--- src/rtl/tea_pkg.sv ---
`default_nettype none

package tea_pkg;

    localparam logic [31:0] TeaDelta = 32'h9e37_79b9;
    localparam logic [31:0] TeaKeyHi = 32'h3543_5898;
    localparam logic [31:0] TeaKeyLo = 32'h2384_7238;

    localparam logic [31:0] KeyZeroReset  = (TeaKeyHi & 32'hFFFF_0000) >> 16;
    localparam logic [31:0] KeyOneReset   = TeaKeyHi & 32'h0000_FFFF;
    localparam logic [31:0] KeyTwoReset   = (TeaKeyLo & 32'hFFFF_0000) >> 16;
    localparam logic [31:0] KeyThreeReset = TeaKeyLo & 32'h0000_FFFF;

    typedef enum logic [1:0] {
        CFG_KEY_ZERO  = 2'd0,
        CFG_KEY_ONE   = 2'd1,
        CFG_KEY_TWO   = 2'd2,
        CFG_KEY_THREE = 2'd3
    } tea_cfg_idx_t;

    typedef struct packed {
        logic [31:0] k0;
        logic [31:0] k1;
        logic [31:0] k2;
        logic [31:0] k3;
    } tea_key_t;

    typedef struct packed {
        logic        dec;
        logic [31:0] v0;
        logic [31:0] v1;
    } tea_item_t;

endpackage

`default_nettype wire

--- src/rtl/tea_half_round.sv ---
`default_nettype none

module tea_half_round #(
    parameter logic [31:0] SUM_ENC     = 32'h9e37_79b9,
    parameter logic [31:0] SUM_DEC     = 32'hc6ef_3720,
    parameter bit          SECOND_HALF = 1'b0
) (
    input  wire logic              aclk,
    input  wire logic              aresetn,
    input  wire logic              ce,
    input  wire logic              in_valid,
    input  wire tea_pkg::tea_item_t in_item,
    input  wire tea_pkg::tea_key_t  key,
    output logic                   out_valid,
    output tea_pkg::tea_item_t     out_item
);
    import tea_pkg::*;

    logic        valid_reg;
    logic        valid_next;
    tea_item_t   item_reg;
    tea_item_t   item_next;
    logic        upd_v0;
    logic [31:0] sum;
    logic [31:0] x;
    logic [31:0] ka;
    logic [31:0] kb;
    logic [31:0] target;
    logic [31:0] f;
    logic [31:0] updated;

    // Encryption updates the first word in the first half; decryption swaps the order.
    always_comb begin
        upd_v0  = (SECOND_HALF == 1'b0) != in_item.dec;
        sum     = in_item.dec ? SUM_DEC : SUM_ENC;
        x       = upd_v0 ? in_item.v1 : in_item.v0;
        ka      = upd_v0 ? key.k0 : key.k2;
        kb      = upd_v0 ? key.k1 : key.k3;
        target  = upd_v0 ? in_item.v0 : in_item.v1;
        f       = ((x << 4) + ka) ^ (x + sum) ^ ({{5{x[31]}}, x[31:5]} + kb);
        updated = in_item.dec ? (target - f) : (target + f);

        item_next     = in_item;
        if (upd_v0) begin
            item_next.v0 = updated;
        end else begin
            item_next.v1 = updated;
        end
        valid_next = in_valid;
    end

    always_ff @(posedge aclk) begin
        if (!aresetn) begin
            valid_reg <= 1'b0;
        end else if (ce) begin
            valid_reg <= valid_next;
        end
        if (ce) begin
            item_reg <= item_next;
        end
    end

    assign out_valid = valid_reg;
    assign out_item  = item_reg;

endmodule

`default_nettype wire

--- config.mk ---
export PLATFORM = sky130hd
export DESIGN_NAME = tea_half_round
export DESIGN_NICKNAME = d
export VERILOG_FILES = /design/src/rtl/tea_pkg.sv /design/src/rtl/tea_half_round.sv
export SDC_FILE = /design/constraint.sdc
export NUM_CORES = 1
export LEC_CHECK = 0
export BUFFER_PORTS_ARGS = -buffer_cell sky130_fd_sc_hd__buf_4
export CAP_MARGIN = 15
export CORE_ASPECT_RATIO = 0.9
export CORE_MARGIN = 3
export CORE_UTILIZATION = 35
export CTS_CLUSTER_SIZE = 30
export DETAILED_ROUTE_END_ITERATION = 7
export GPL_ROUTABILITY_DRIVEN = 0
export GPL_TIMING_DRIVEN = 0
export HOLD_SLACK_MARGIN = 0.1
export PLACE_DENSITY = 0.58
export SYNTH_ARGS = -nofsm -noshare
export SYNTH_HDL_FRONTEND = slang
export SYNTH_SLANG_ARGS = --single-unit
--- constraint.sdc ---
create_clock -name aclk -period 21.5 [get_ports aclk]
set_input_delay 1.075 -clock aclk [delete_from_list [all_inputs] [get_ports aclk]]
set_output_delay 1.075 -clock aclk [all_outputs]
set_load 0.01 [all_outputs]
---- Word-level counts from Yosys, hierarchy flattened ----
Index checks and enable logic that the tools add are counted.
storage, ports and cells
  bits of input ports ..................... 197
  flip-flop bits (word level) ............. 66
  logic and storage cells ................. 19
  output and inout port bits .............. 66
cells by class
  add/sub/neg operators ................... 5
  mux-type cells .......................... 8
  bitwise gates (word level) .............. 2
operators by type and width
  operator        count
  $mux 32         7
  $add 32x32->32  4
  $xor 32x32->32  2
  $sub 32x32->32  1
  $mux 31         1

---- Logic depth before layout (Yosys ltp) ----
Gate-level depths: netlist (run 1).
  word-level depth ........................ 7
  depth in mapped cells ................... 37
  depth with buffers taken out ............ 28

---- Least setup slack after synthesis (run 1) ----
No wires, ideal clock.
  path kind ............................... in2reg
  start ................................... in in_item[64] (netlist bit)
  end ..................................... reg item_reg (netlist bit out_item[63]) (data pin)
  arrival time ............................ 8.461 ns
  slack ................................... 12.778 ns
  path buffers ............................ 9
  cell stages on the path ................. 35
  required time ........................... 21.239 ns
  setup time .............................. 0.261 ns
  cells stage by stage .................... buf_6 -> buf_6 -> buf_4 -> buf_4 -> clkbuf_1 -> clkbuf_8 -> clkbuf_8 -> clkbuf_1 -> clkbuf_1 -> mux2_2 -> ha_1 -> and2_1 -> a221oi_1 -> a21oi_1 -> o211ai_1 -> a21boi_0 -> a31o_2 -> xnor3_4 -> a2111oi_4 -> and3_2 -> a21oi_1 -> xor2_1 -> ha_1 -> nand2_1 -> nand2b_1 -> a21o_1 -> a21o_1 -> a41o_1 -> a2111oi_0 -> nor2_1 -> o21ba_2 -> xnor2_1 -> xnor2_1 -> xnor2_1 -> o21ai_1
RTL lines
  element               RTL line              text
  from (decl)           tea_half_round.sv:12  input wire tea_pkg::tea_item_t in_item,
  to (signal assigned)  tea_half_round.sv:59  item_reg <= item_next;
  to (decl)             tea_half_round.sv:21  tea_item_t item_reg;

==> impl_metrics.csv, run 1 <==
group,metric,value,unit
status,status,"finished clean",
cts,clk_pin_slew_worst_paths,0.06,ns
floorplanning,die_w,195.1,um
critical_path,required,21.60,ns
logic_synthesis,synth_cell_types,99,
critical_path,start_kind,"input port",
logic_synthesis,synth_ff_type,"edfxtp_1",
global_route,antenna_found_initial,2,
global_route,overflow,0,
power_and_ir_drop,powerDensity,112.4,nW/um^2
final_layout,nNetsFinal,1900,
logic_synthesis,synth_top_cells_by_area,"edfxtp_1 17%, ha_1 11%, xnor2_1 10%",
final_layout,seqCellArea,1972,sq um
routing,num_vias,11384,
power_and_ir_drop,p_int,861.5,uW
global_route,grt_start_max_net_pins,67,
cts,cts_hold_buffers,0,
logic_synthesis,async_reset_ff_share,0,%
logic_synthesis,synth-edff-count,65,
cts,htree_levels,3,
power_and_ir_drop,power_frac_seq,15.4,%
floorplanning,core,31290,sq um
sta,relSlewSlack,25.71,%
logic_synthesis,ys_seq_area_share,17.51,%
min_path,hold_path_class,"flip-flop to flip-flop",
critical_path,path_max_fanout,12,
sta,finalMaxSlewViolations,0,
critical_path,arrival,11.38,ns
power_and_ir_drop,p_comb_share,74.4,%
floorplanning,io_pins,263,
logic_synthesis,synth_area_per_cell,8.450,sq um
sta,hold_violations,0,
sta,fin_worst_skew,0,ns
floorplanning,dieHeight,176.2,um
global_route,grt_pass1_wl,63.76,mm
final_layout,utilization,44.93,%
routing,first_pass_iters,5,
placed_design,dp_hpwl,35.83,mm
sta,worst_pin_slew,1.103,ns
floorplanning,rows,61,
cts,ctsLongestPathBuffers,2,
cts,cts_tree,"yes",
logic_synthesis,synth_top_area_share,17.33,%
logic_synthesis,yosysTopAreaCell,"edfxtp_1",
critical_path,cp_slowest_cell,"clkbuf_1",
power_and_ir_drop,irDropWorstVdd,62.68,uV
sta,setup_slack,10.22,ns
placed_design,io_buffer_count,260,
critical_path,r2r_cells,2,
sta,holdWs,0.5301,ns
routing,wl_per_cell,21.14,um
critical_path,worstSetupPathType,"input port to flip-flop",
routing,drt-initial-drc-count,1107,
sta,setup_tns,0,ns
global_route,grt_pass1_vias,10886,
routing,viasPerCell,5.636,
critical_path,cpPeakStageDelay,0.60,ns
global_route,grt.total_usage,23.76,%
flow_run,cap_violations,0,
power_and_ir_drop,p_sw,719.2,uW
final_layout,multi_input_area,8896,sq um
floorplanning,start_util,35.99,%
cts,cts_setup_buffers,0,
cts,cts_buffers,9,
logic_synthesis,syn-cell-area,11260,sq um
routing,postRouteAntennaNets,0,
routing,wl,42.69,mm
placed_design,placed_cells,2002,
floorplanning,dieArea,34370,sq um
logic_synthesis,synth_seq_cells,66,
final_layout,syn2layout_area_growth,24.84,%
logic_synthesis,syn-num-nets,1629,
final_layout,instances_no_fill,2020,
power_and_ir_drop,p_leak,6.247,nW
min_path,hold_path_depth,2,
critical_path,end_kind,"flip-flop",
logic_synthesis,yosysWarnings,0,
sta,finalSetupViolations,0,
placed_design,dpl_worst_slack,10.13,ns
sta,rsz0062_at_grt,"false",
cts,cts.repair.resized,0,
routing,drc,0,
cts,clkLatencyLatePin,0.34,ns
power_and_ir_drop,sw_frac_of_total,45.50,%
sta,fmax,0.08862,GHz
cts,root_buffer,"clkbuf_16",
cts,cts.sinks,66,
sta,min_period,11.28,ns
sta,min_period_over_period,52.49,%
power_and_ir_drop,p_clk_share,10.2,%
logic_synthesis,postSynthCellCount,1333,
final_layout,fillCellCount,3158,
final_layout,layout-drive-gt1-share,26.72,%
## layer usage
| layer | up-vias | GRT usage, % | share of wire [%] |
|---|---|---|---|
| li1 | 5482 | - | - |
| met1 | 5302 | 36.59 | 49 |
| met2 | 548 | 35.02 | 41 |
| met3 | 52 | 2.709 | 7.7 |
| met4 | 0 | 6.267 | 2.3 |
| met5 | - | 0 | 0 |
## layout by cell type, fill, tap and decap left out, types with 5 or more instances in the layout
cell | Yosys | layout
and3_1 | 14 | 14
nor2b_1 | 8 | 8
nor3_1 | 23 | 23
a21boi_0 | 7 | 7
xnor2_1 | 134 | 134
a211oi_1 | 15 | 15
a21o_1 | 51 | 51
xor2_1 | 42 | 42
nor2_1 | 74 | 74
a31oi_1 | 21 | 21
clkbuf_1 | 27 | 27
clkbuf_8 | 5 | 6
o21ai_0 | 78 | 78
xnor3_1 | 7 | 7
buf_4 | 3 | 263
nand3_1 | 18 | 18
o22ai_1 | 7 | 7
mux2_2 | 93 | 93
o211a_1 | 5 | 5
nand4_1 | 7 | 7
nand2_1 | 178 | 178
edfxtp_1 | 65 | 65
nand2b_1 | 17 | 17
inv_1 | 35 | 35
nor4_1 | 7 | 7
o211ai_1 | 15 | 15
a21bo_2 | 6 | 6
mux2i_1 | 9 | 9
o31a_1 | 6 | 6
or3_1 | 9 | 9
a21oi_1 | 99 | 99
o21bai_1 | 10 | 10
clkbuf_16 | 0 | 9
and2_1 | 9 | 9
ha_1 | 96 | 96
o21a_1 | 13 | 13
## final cells by class
class | count | area share [%]
plain buffers | 44 | 1.878
flip-flops and latches | 66 | 14.02
well taps | 409 | 3.639
repair buffers | 260 | 13.88
clock buffers | 10 | 1.700
clock inverters | 6 | 0.6407
inverters | 35 | 0.9343
diodes | 2 | 0.03559
multi-input cells | 1188 | 63.27
## Yosys cell counts (all sizes together), types with 8 or more instances
master,number
nor3,24
mux2i,9
nor2,74
nor2b,8
edfxtp,65
ha,96
or3,9
a211oi,15
mux2,93
nand2,178
and2,11
xnor3,14
o21a,13
o211ai,15
o21ai,80
nand3,19
nor4,9
xnor2,135
o21bai,10
inv,35
clkbuf,32
nand2b,17
a31oi,22
and3,15
xor2,42
a21o,51
buf,11
a21oi,100
## path summary, 6_finish.rpt
| check | start | endpoint | slack [ns] |
|---|---|---|---|
| worst max register to register | out_valid$_SDFFE_PN0P_ | out_valid$_SDFFE_PN0P_ | 20.91 |
| worst min-delay path | out_valid$_SDFFE_PN0P_ | out_valid$_SDFFE_PN0P_ | 0.53 |
| worst max-delay path | in_item[64] | out_item[30]$_DFFE_PP_ | 10.22 |
| worst min register to register | out_valid$_SDFFE_PN0P_ | out_valid$_SDFFE_PN0P_ | 0.53 |
## state kept, by name, summed over array words and instances, names as in the netlist
register and cells:
out_item 65, out_valid 1
## critical path, delay by kind of cell
| kind | cells | cell delay [ns] |
|---|---|---|
| buf+inv | 11 | 3.44 |
| xor+xnor | 3 | 0.68 |
| simple gates | 7 | 1.27 |
| fa+ha+maj | 2 | 0.74 |
| compound gates | 14 | 4.16 |
## power groups by stage
stage	combinational, mW	sequential (mW)	clock [mW]
2_1_floorplan	0.806	0.275	0
3_3_place_gp	1.14	0.245	0
3_5_place_dp	1.15	0.247	0
4_1_cts	1.16	0.244	0.165
5_1_grt	1.30	0.249	0.170
6_report	1.18	0.243	0.162
## metrics by stage
| step | cell area (sq um) | total power [mW] |
|---|---|---|
| final | 14060 | 1.581 |
| after global routing | 14060 | 1.715 |
| after CTS | 14060 | 1.570 |
| after detailed placement | 13730 | 1.400 |
| after global placement | 13730 | 1.388 |
| after floorplan | 11260 | 1.081 |
## logic make-up after synthesis
logic type	count (synthesis)	synth area share, %
AOI/OAI and AO/OA	393	23.50
xor gates and xnor gates	192	17.02
adders and majority gates	99	11.20
buffers and inverters	79	3.510
DFF	66	17.51
muxes	102	10.10
and+or+nand+nor	402	17.17
Power figures use the tool's default switching activity.
==> inputs of run 2 (changes only) <==
- PLACE_DENSITY: 0.58 -> 0.6
- clock period: 21.5 -> 9.6 ns (I/O delays scaled with it)
==> impl_metrics.csv, run 2 (synthesized netlist as in run 1, its figures left out) <==
group,metric,value,unit
global_route,grt_pass1_wl,63.09,mm
sta,fmax,0.1093,GHz
final_layout,utilization,44.85,%
floorplanning,die_w,195.1,um
min_path,hold_path_class,"input port to flip-flop",
final_layout,layout_commonest_cell,"buf_4",
sta,min_period_over_period,95.27,%
routing,first_pass_iters,6,
routing,viasPerCell,5.644,
sta,relSlewSlack,41.93,%
critical_path,required,9.67,ns
cts,cts_setup_buffers,0,
power_and_ir_drop,p_total,3.499,mW
sta,finalSetupViolations,0,
placed_design,dp_hpwl,35.48,mm
sta,finalMaxSlewViolations,0,
routing,postRouteAntennaNets,0,
critical_path,arrival,9.21,ns
floorplanning,dieHeight,176.2,um
routing,num_vias,11389,
cts,cts.sinks,66,
global_route,grt_start_max_net_pins,67,
final_layout,largest_reg_flops,65,
global_route,antenna_found_initial,1,
cts,ctsLongestPathBuffers,2,
critical_path,start_kind,"input port",
global_route,overflow,0,
floorplanning,io_pins,263,
final_layout,layout-drive-gt1-share,27.18,%
status,status,"finished clean",
cts,root_buffer,"clkbuf_16",
cts,htree_levels,3,
final_layout,instances_no_fill,2018,
floorplanning,rows,61,
global_route,grt.total_usage,23.46,%
power_and_ir_drop,irDropWorstVdd,146.8,uV
sta,holdWs,0.3894,ns
final_layout,fillCellCount,3139,
floorplanning,dieArea,34370,sq um
global_route,grt_pass1_vias,10924,
critical_path,end_kind,"flip-flop",
sta,min_period,9.146,ns
power_and_ir_drop,powerDensity,249.3,nW/um^2
critical_path,cp_slowest_cell,"xnor3_4",
cts,clkLatencyLatePin,0.33,ns
placed_design,placed_cells,2002,
routing,drt-initial-drc-count,1132,
routing,wl_per_cell,20.93,um
final_layout,syn2layout_area_growth,24.61,%
floorplanning,core,31290,sq um
power_and_ir_drop,p_leak,6.246,nW
routing,drc,0,
cts,cts_buffers,9,
placed_design,dpl_worst_slack,-1.036,ns
sta,hold_violations,0,
cts,cts_hold_buffers,0,
cts,cts_tree,"yes",
sta,fin_worst_skew,0,ns
sta,worst_pin_slew,0.8491,ns
critical_path,path_max_fanout,19,
flow_run,cap_violations,0,
critical_path,worstSetupPathType,"input port to flip-flop",
routing,wl,42.24,mm
final_layout,most-common-layout-cells,"263 x buf_4, 178 x nand2_1, 134 x xnor2_1",
critical_path,cpPeakStageDelay,0.49,ns
floorplanning,start_util,35.99,%
sta,setup_slack,0.4539,ns
final_layout,nNetsFinal,1899,
cts,clk_pin_slew_worst_paths,0.06,ns
placed_design,io_buffer_count,260,
## run 2: changes by cell type in the layout (fill, tap and decap cells not counted), sizes merged
cell / change
bufinv: -1
diode: -1
buf: -1
clkbuf: +1
clkinv: -1
clkinvlp: +1
## run 2: where the power goes
part / internal [mW] / leakage (nW) / switching [mW]
logic: 1.19 / 5.47 / 1.45
registers: 0.509 / 0.643 / 0.0349
clock network: 0.200 / 0.136 / 0.120
## run 2: final cells by class
cell class              count  area [sq um]  area share (%)
diodes                      1         2.502         0.01783
repair buffers            260          1952           13.91
clock inverters             5         55.05          0.3923
clock buffers              11         232.7           1.658
well taps                 409         511.7           3.646
plain buffers              43         269.0           1.917
flip-flops and latches     66          1972           14.05
inverters                  35         131.4          0.9361
multi-input cells        1188          8909           63.48
## run 2: critical path, delay by kind of cell
kind / cells / cell delay (ns)
simple gates: 5 / 0.71
xor+xnor: 5 / 1.25
fa+ha+maj: 2 / 0.69
buf+inv: 9 / 2.20
compound gates: 13 / 3.45
mux: 1 / 0.39
## run 2: final timing paths
check                                            start                endpoint  slack [ns]  depth (start not counted)
worst min register to register  out_valid$_SDFFE_PN0P_  out_valid$_SDFFE_PN0P_        0.55                          2
worst max-delay path                       in_item[64]  out_item[63]$_DFFE_PP_        0.45                         35
worst max register to register  out_valid$_SDFFE_PN0P_  out_valid$_SDFFE_PN0P_        8.98                          2
worst min-delay path                           aresetn  out_valid$_SDFFE_PN0P_        0.39                          2
## run 2: through the flow
step / instance area (sq um) / TNS [ns]
floorplan: 11260 / 0
global placement: 13730 / -14.13
detailed placement: 13730 / -12.83
CTS: 14010 / 0
global route: 14030 / -0.04812
finish: 14030 / 0
## run 2: per-layer routing
metal  share of wire [%]  track usage (%)  vias up
met2                  42            34.88      514
met5                   0                0        -
met3                 8.7            4.312       47
met1                  47            34.93     5350
met4                 2.3            5.999        0
li1                    -                -     5478
## run 2: what timing repair did
action | 4_1_cts | 5_1_grt
resized for setup | 3 | 11
endpoints found under the hold margin | 0 | 0
setup endpoints to repair | 18 | 6
cloned | 0 | 0
==> inputs of run 3 (changes only) <==
- CELL_PAD_IN_SITES_DETAIL_PLACEMENT: not set -> 1
- CELL_PAD_IN_SITES_GLOBAL_PLACEMENT: not set -> 1
- PLACE_DENSITY: 0.6 -> 0.77
==> impl_metrics.csv, run 3 (synthesized netlist as in run 1, its figures left out) <==
group,metric,value,unit
floorplanning,dieArea,34370,sq um
cts,clk_pin_slew_worst_paths,0.06,ns
power_and_ir_drop,p_total,3.618,mW
critical_path,path_max_fanout,19,
routing,wl_per_cell,22.83,um
placed_design,io_buffer_count,260,
cts,cts_tree,"yes",
final_layout,nNetsFinal,1898,
placed_design,dpl_worst_slack,-1.244,ns
routing,wl,46.10,mm
critical_path,worstSetupPathType,"input port to flip-flop",
critical_path,arrival,9.18,ns
routing,postRouteAntennaNets,0,
placed_design,postPlaceCellArea,13730,sq um
critical_path,end_kind,"flip-flop",
final_layout,utilization,44.96,%
final_layout,most-common-layout-cells,"263 x buf_4, 178 x nand2_1, 134 x xnor2_1",
flow_run,cap_violations,0,
global_route,grt.total_usage,25.71,%
cts,ctsLongestPathBuffers,2,
routing,first_pass_iters,5,
cts,htree_levels,3,
power_and_ir_drop,powerDensity,257.2,nW/um^2
final_layout,largest_reg_flops,65,
final_layout,syn2layout_area_growth,24.91,%
cts,root_buffer,"clkbuf_16",
power_and_ir_drop,irDropWorstVdd,121.0,uV
routing,drc,0,
sta,rsz0062_at_grt,"false",
routing,num_vias,11753,
placed_design,dp_hpwl,38.58,mm
critical_path,reg2reg_from,"out_valid$_SDFFE_PN0P_",
sta,min_period,9.117,ns
sta,min_period_over_period,94.97,%
floorplanning,core,31290,sq um
routing,viasPerCell,5.821,
sta,relSlewSlack,39.02,%
critical_path,r2r-end,"out_valid$_SDFFE_PN0P_",
sta,fin_worst_skew,0,ns
sta,worst_pin_slew,0.8917,ns
critical_path,cpMostUsedCell,"xnor2_1",
critical_path,cp_slowest_cell,"a221oi_1",
min_path,min_from,"aresetn",
global_route,grt_pass1_vias,11830,
final_layout,layout-drive-gt1-share,27.19,%
cts,clkLatencyLatePin,0.33,ns
min_path,hold_path_class,"input port to flip-flop",
sta,fmax,0.1097,GHz
floorplanning,io_pins,263,
critical_path,start_kind,"input port",
critical_path,cpPeakStageDelay,0.55,ns
sta,holdWs,0.3812,ns
min_path,hold_path_depth,2,
cts,cts_buffers,9,
floorplanning,dieHeight,176.2,um
global_route,antenna_found_initial,2,
global_route,grt_start_max_net_pins,67,
sta,finalSetupViolations,0,
status,status,"finished clean",
min_path,hold-path-endpoint,"out_valid$_SDFFE_PN0P_",
power_and_ir_drop,p_leak,6.264,nW
routing,drt-initial-drc-count,1127,
sta,finalMaxSlewViolations,0,
final_layout,layout_commonest_cell,"buf_4",
sta,setup_slack,0.4832,ns
global_route,grt_pass1_wl,69.28,mm
floorplanning,rows,61,
cts,cts.sinks,66,
critical_path,r2r_cells,2,
floorplanning,start_util,35.99,%
cts,cts_hold_buffers,0,
floorplanning,die_w,195.1,um
sta,hold_violations,0,
critical_path,reg2reg_slack,8.99,ns
final_layout,fin_area,14070,sq um
global_route,overflow,0,
critical_path,required,9.66,ns
[run 3: how the worst max path moves through the flow]
stage           startpoint                      to
2_1_floorplan  in_item[64]  out_item[63]$_DFFE_PP_
3_3_place_gp   in_item[64]  out_item[30]$_DFFE_PP_
3_5_place_dp   in_item[64]  out_item[30]$_DFFE_PP_
4_1_cts        in_item[64]  out_item[63]$_DFFE_PP_
5_1_grt        in_item[64]  out_item[30]$_DFFE_PP_
6_report       in_item[64]  out_item[63]$_DFFE_PP_
[run 3: area by class of cell]
class                      instances  area [sq um]
clock buffer                      10         239.0
inverter                          35         131.4
buffer                            42         264.0
sequential                        66          1972
tap                              409         511.7
fill                            3803         17220
timing repair buffer             260          1952
antenna                            3         7.507
clock inverter                     6         90.09
multi-input combinational       1188          8901
[run 3: stage by stage]
step / TNS, ns / cells
global placement: -14.67 / 2002
floorplan: 0 / 1333
global route: 0 / 2018
finish: 0 / 2019
CTS: 0 / 2016
detailed placement: -18.70 / 2002
[run 3: timing repair]
| action | CTS | global route |
|---|---|---|
| setup buffers | 0 | 0 |
| gates resized for setup | 2 | 12 |
| endpoints found under the setup margin | 20 | 11 |
| pin swaps | 0 | 0 |
| endpoints found under the hold margin | 0 | 0 |
[run 3: worst max-delay path: cells and delay by family]
kind                       cells  cell delay (ns)
AOI/OAI and AO/OA             12             3.31
buffers and inverters          8             1.96
and+or+nand+nor                6             1.27
xor gates and xnor gates       5             0.98
adders and majority gates      2             0.72
muxes                          1             0.42
[run 3: per-layer routing]
layer / track usage (%) / wire length (um) / up-vias
li1: - / - / 5479
met1: 37.76 / 21730 / 5729
met2: 39.90 / 20090 / 487
met3: 2.977 / 3053 / 58
met4: 7.217 / 1235 / 0
met5: 0 / 0 / -
[run 3: power breakdown]
group	total, mW	internal, mW	switching (mW)
Combinational	2.71	1.19	1.52
Clock	0.365	0.235	0.130
Sequential	0.544	0.508	0.0357
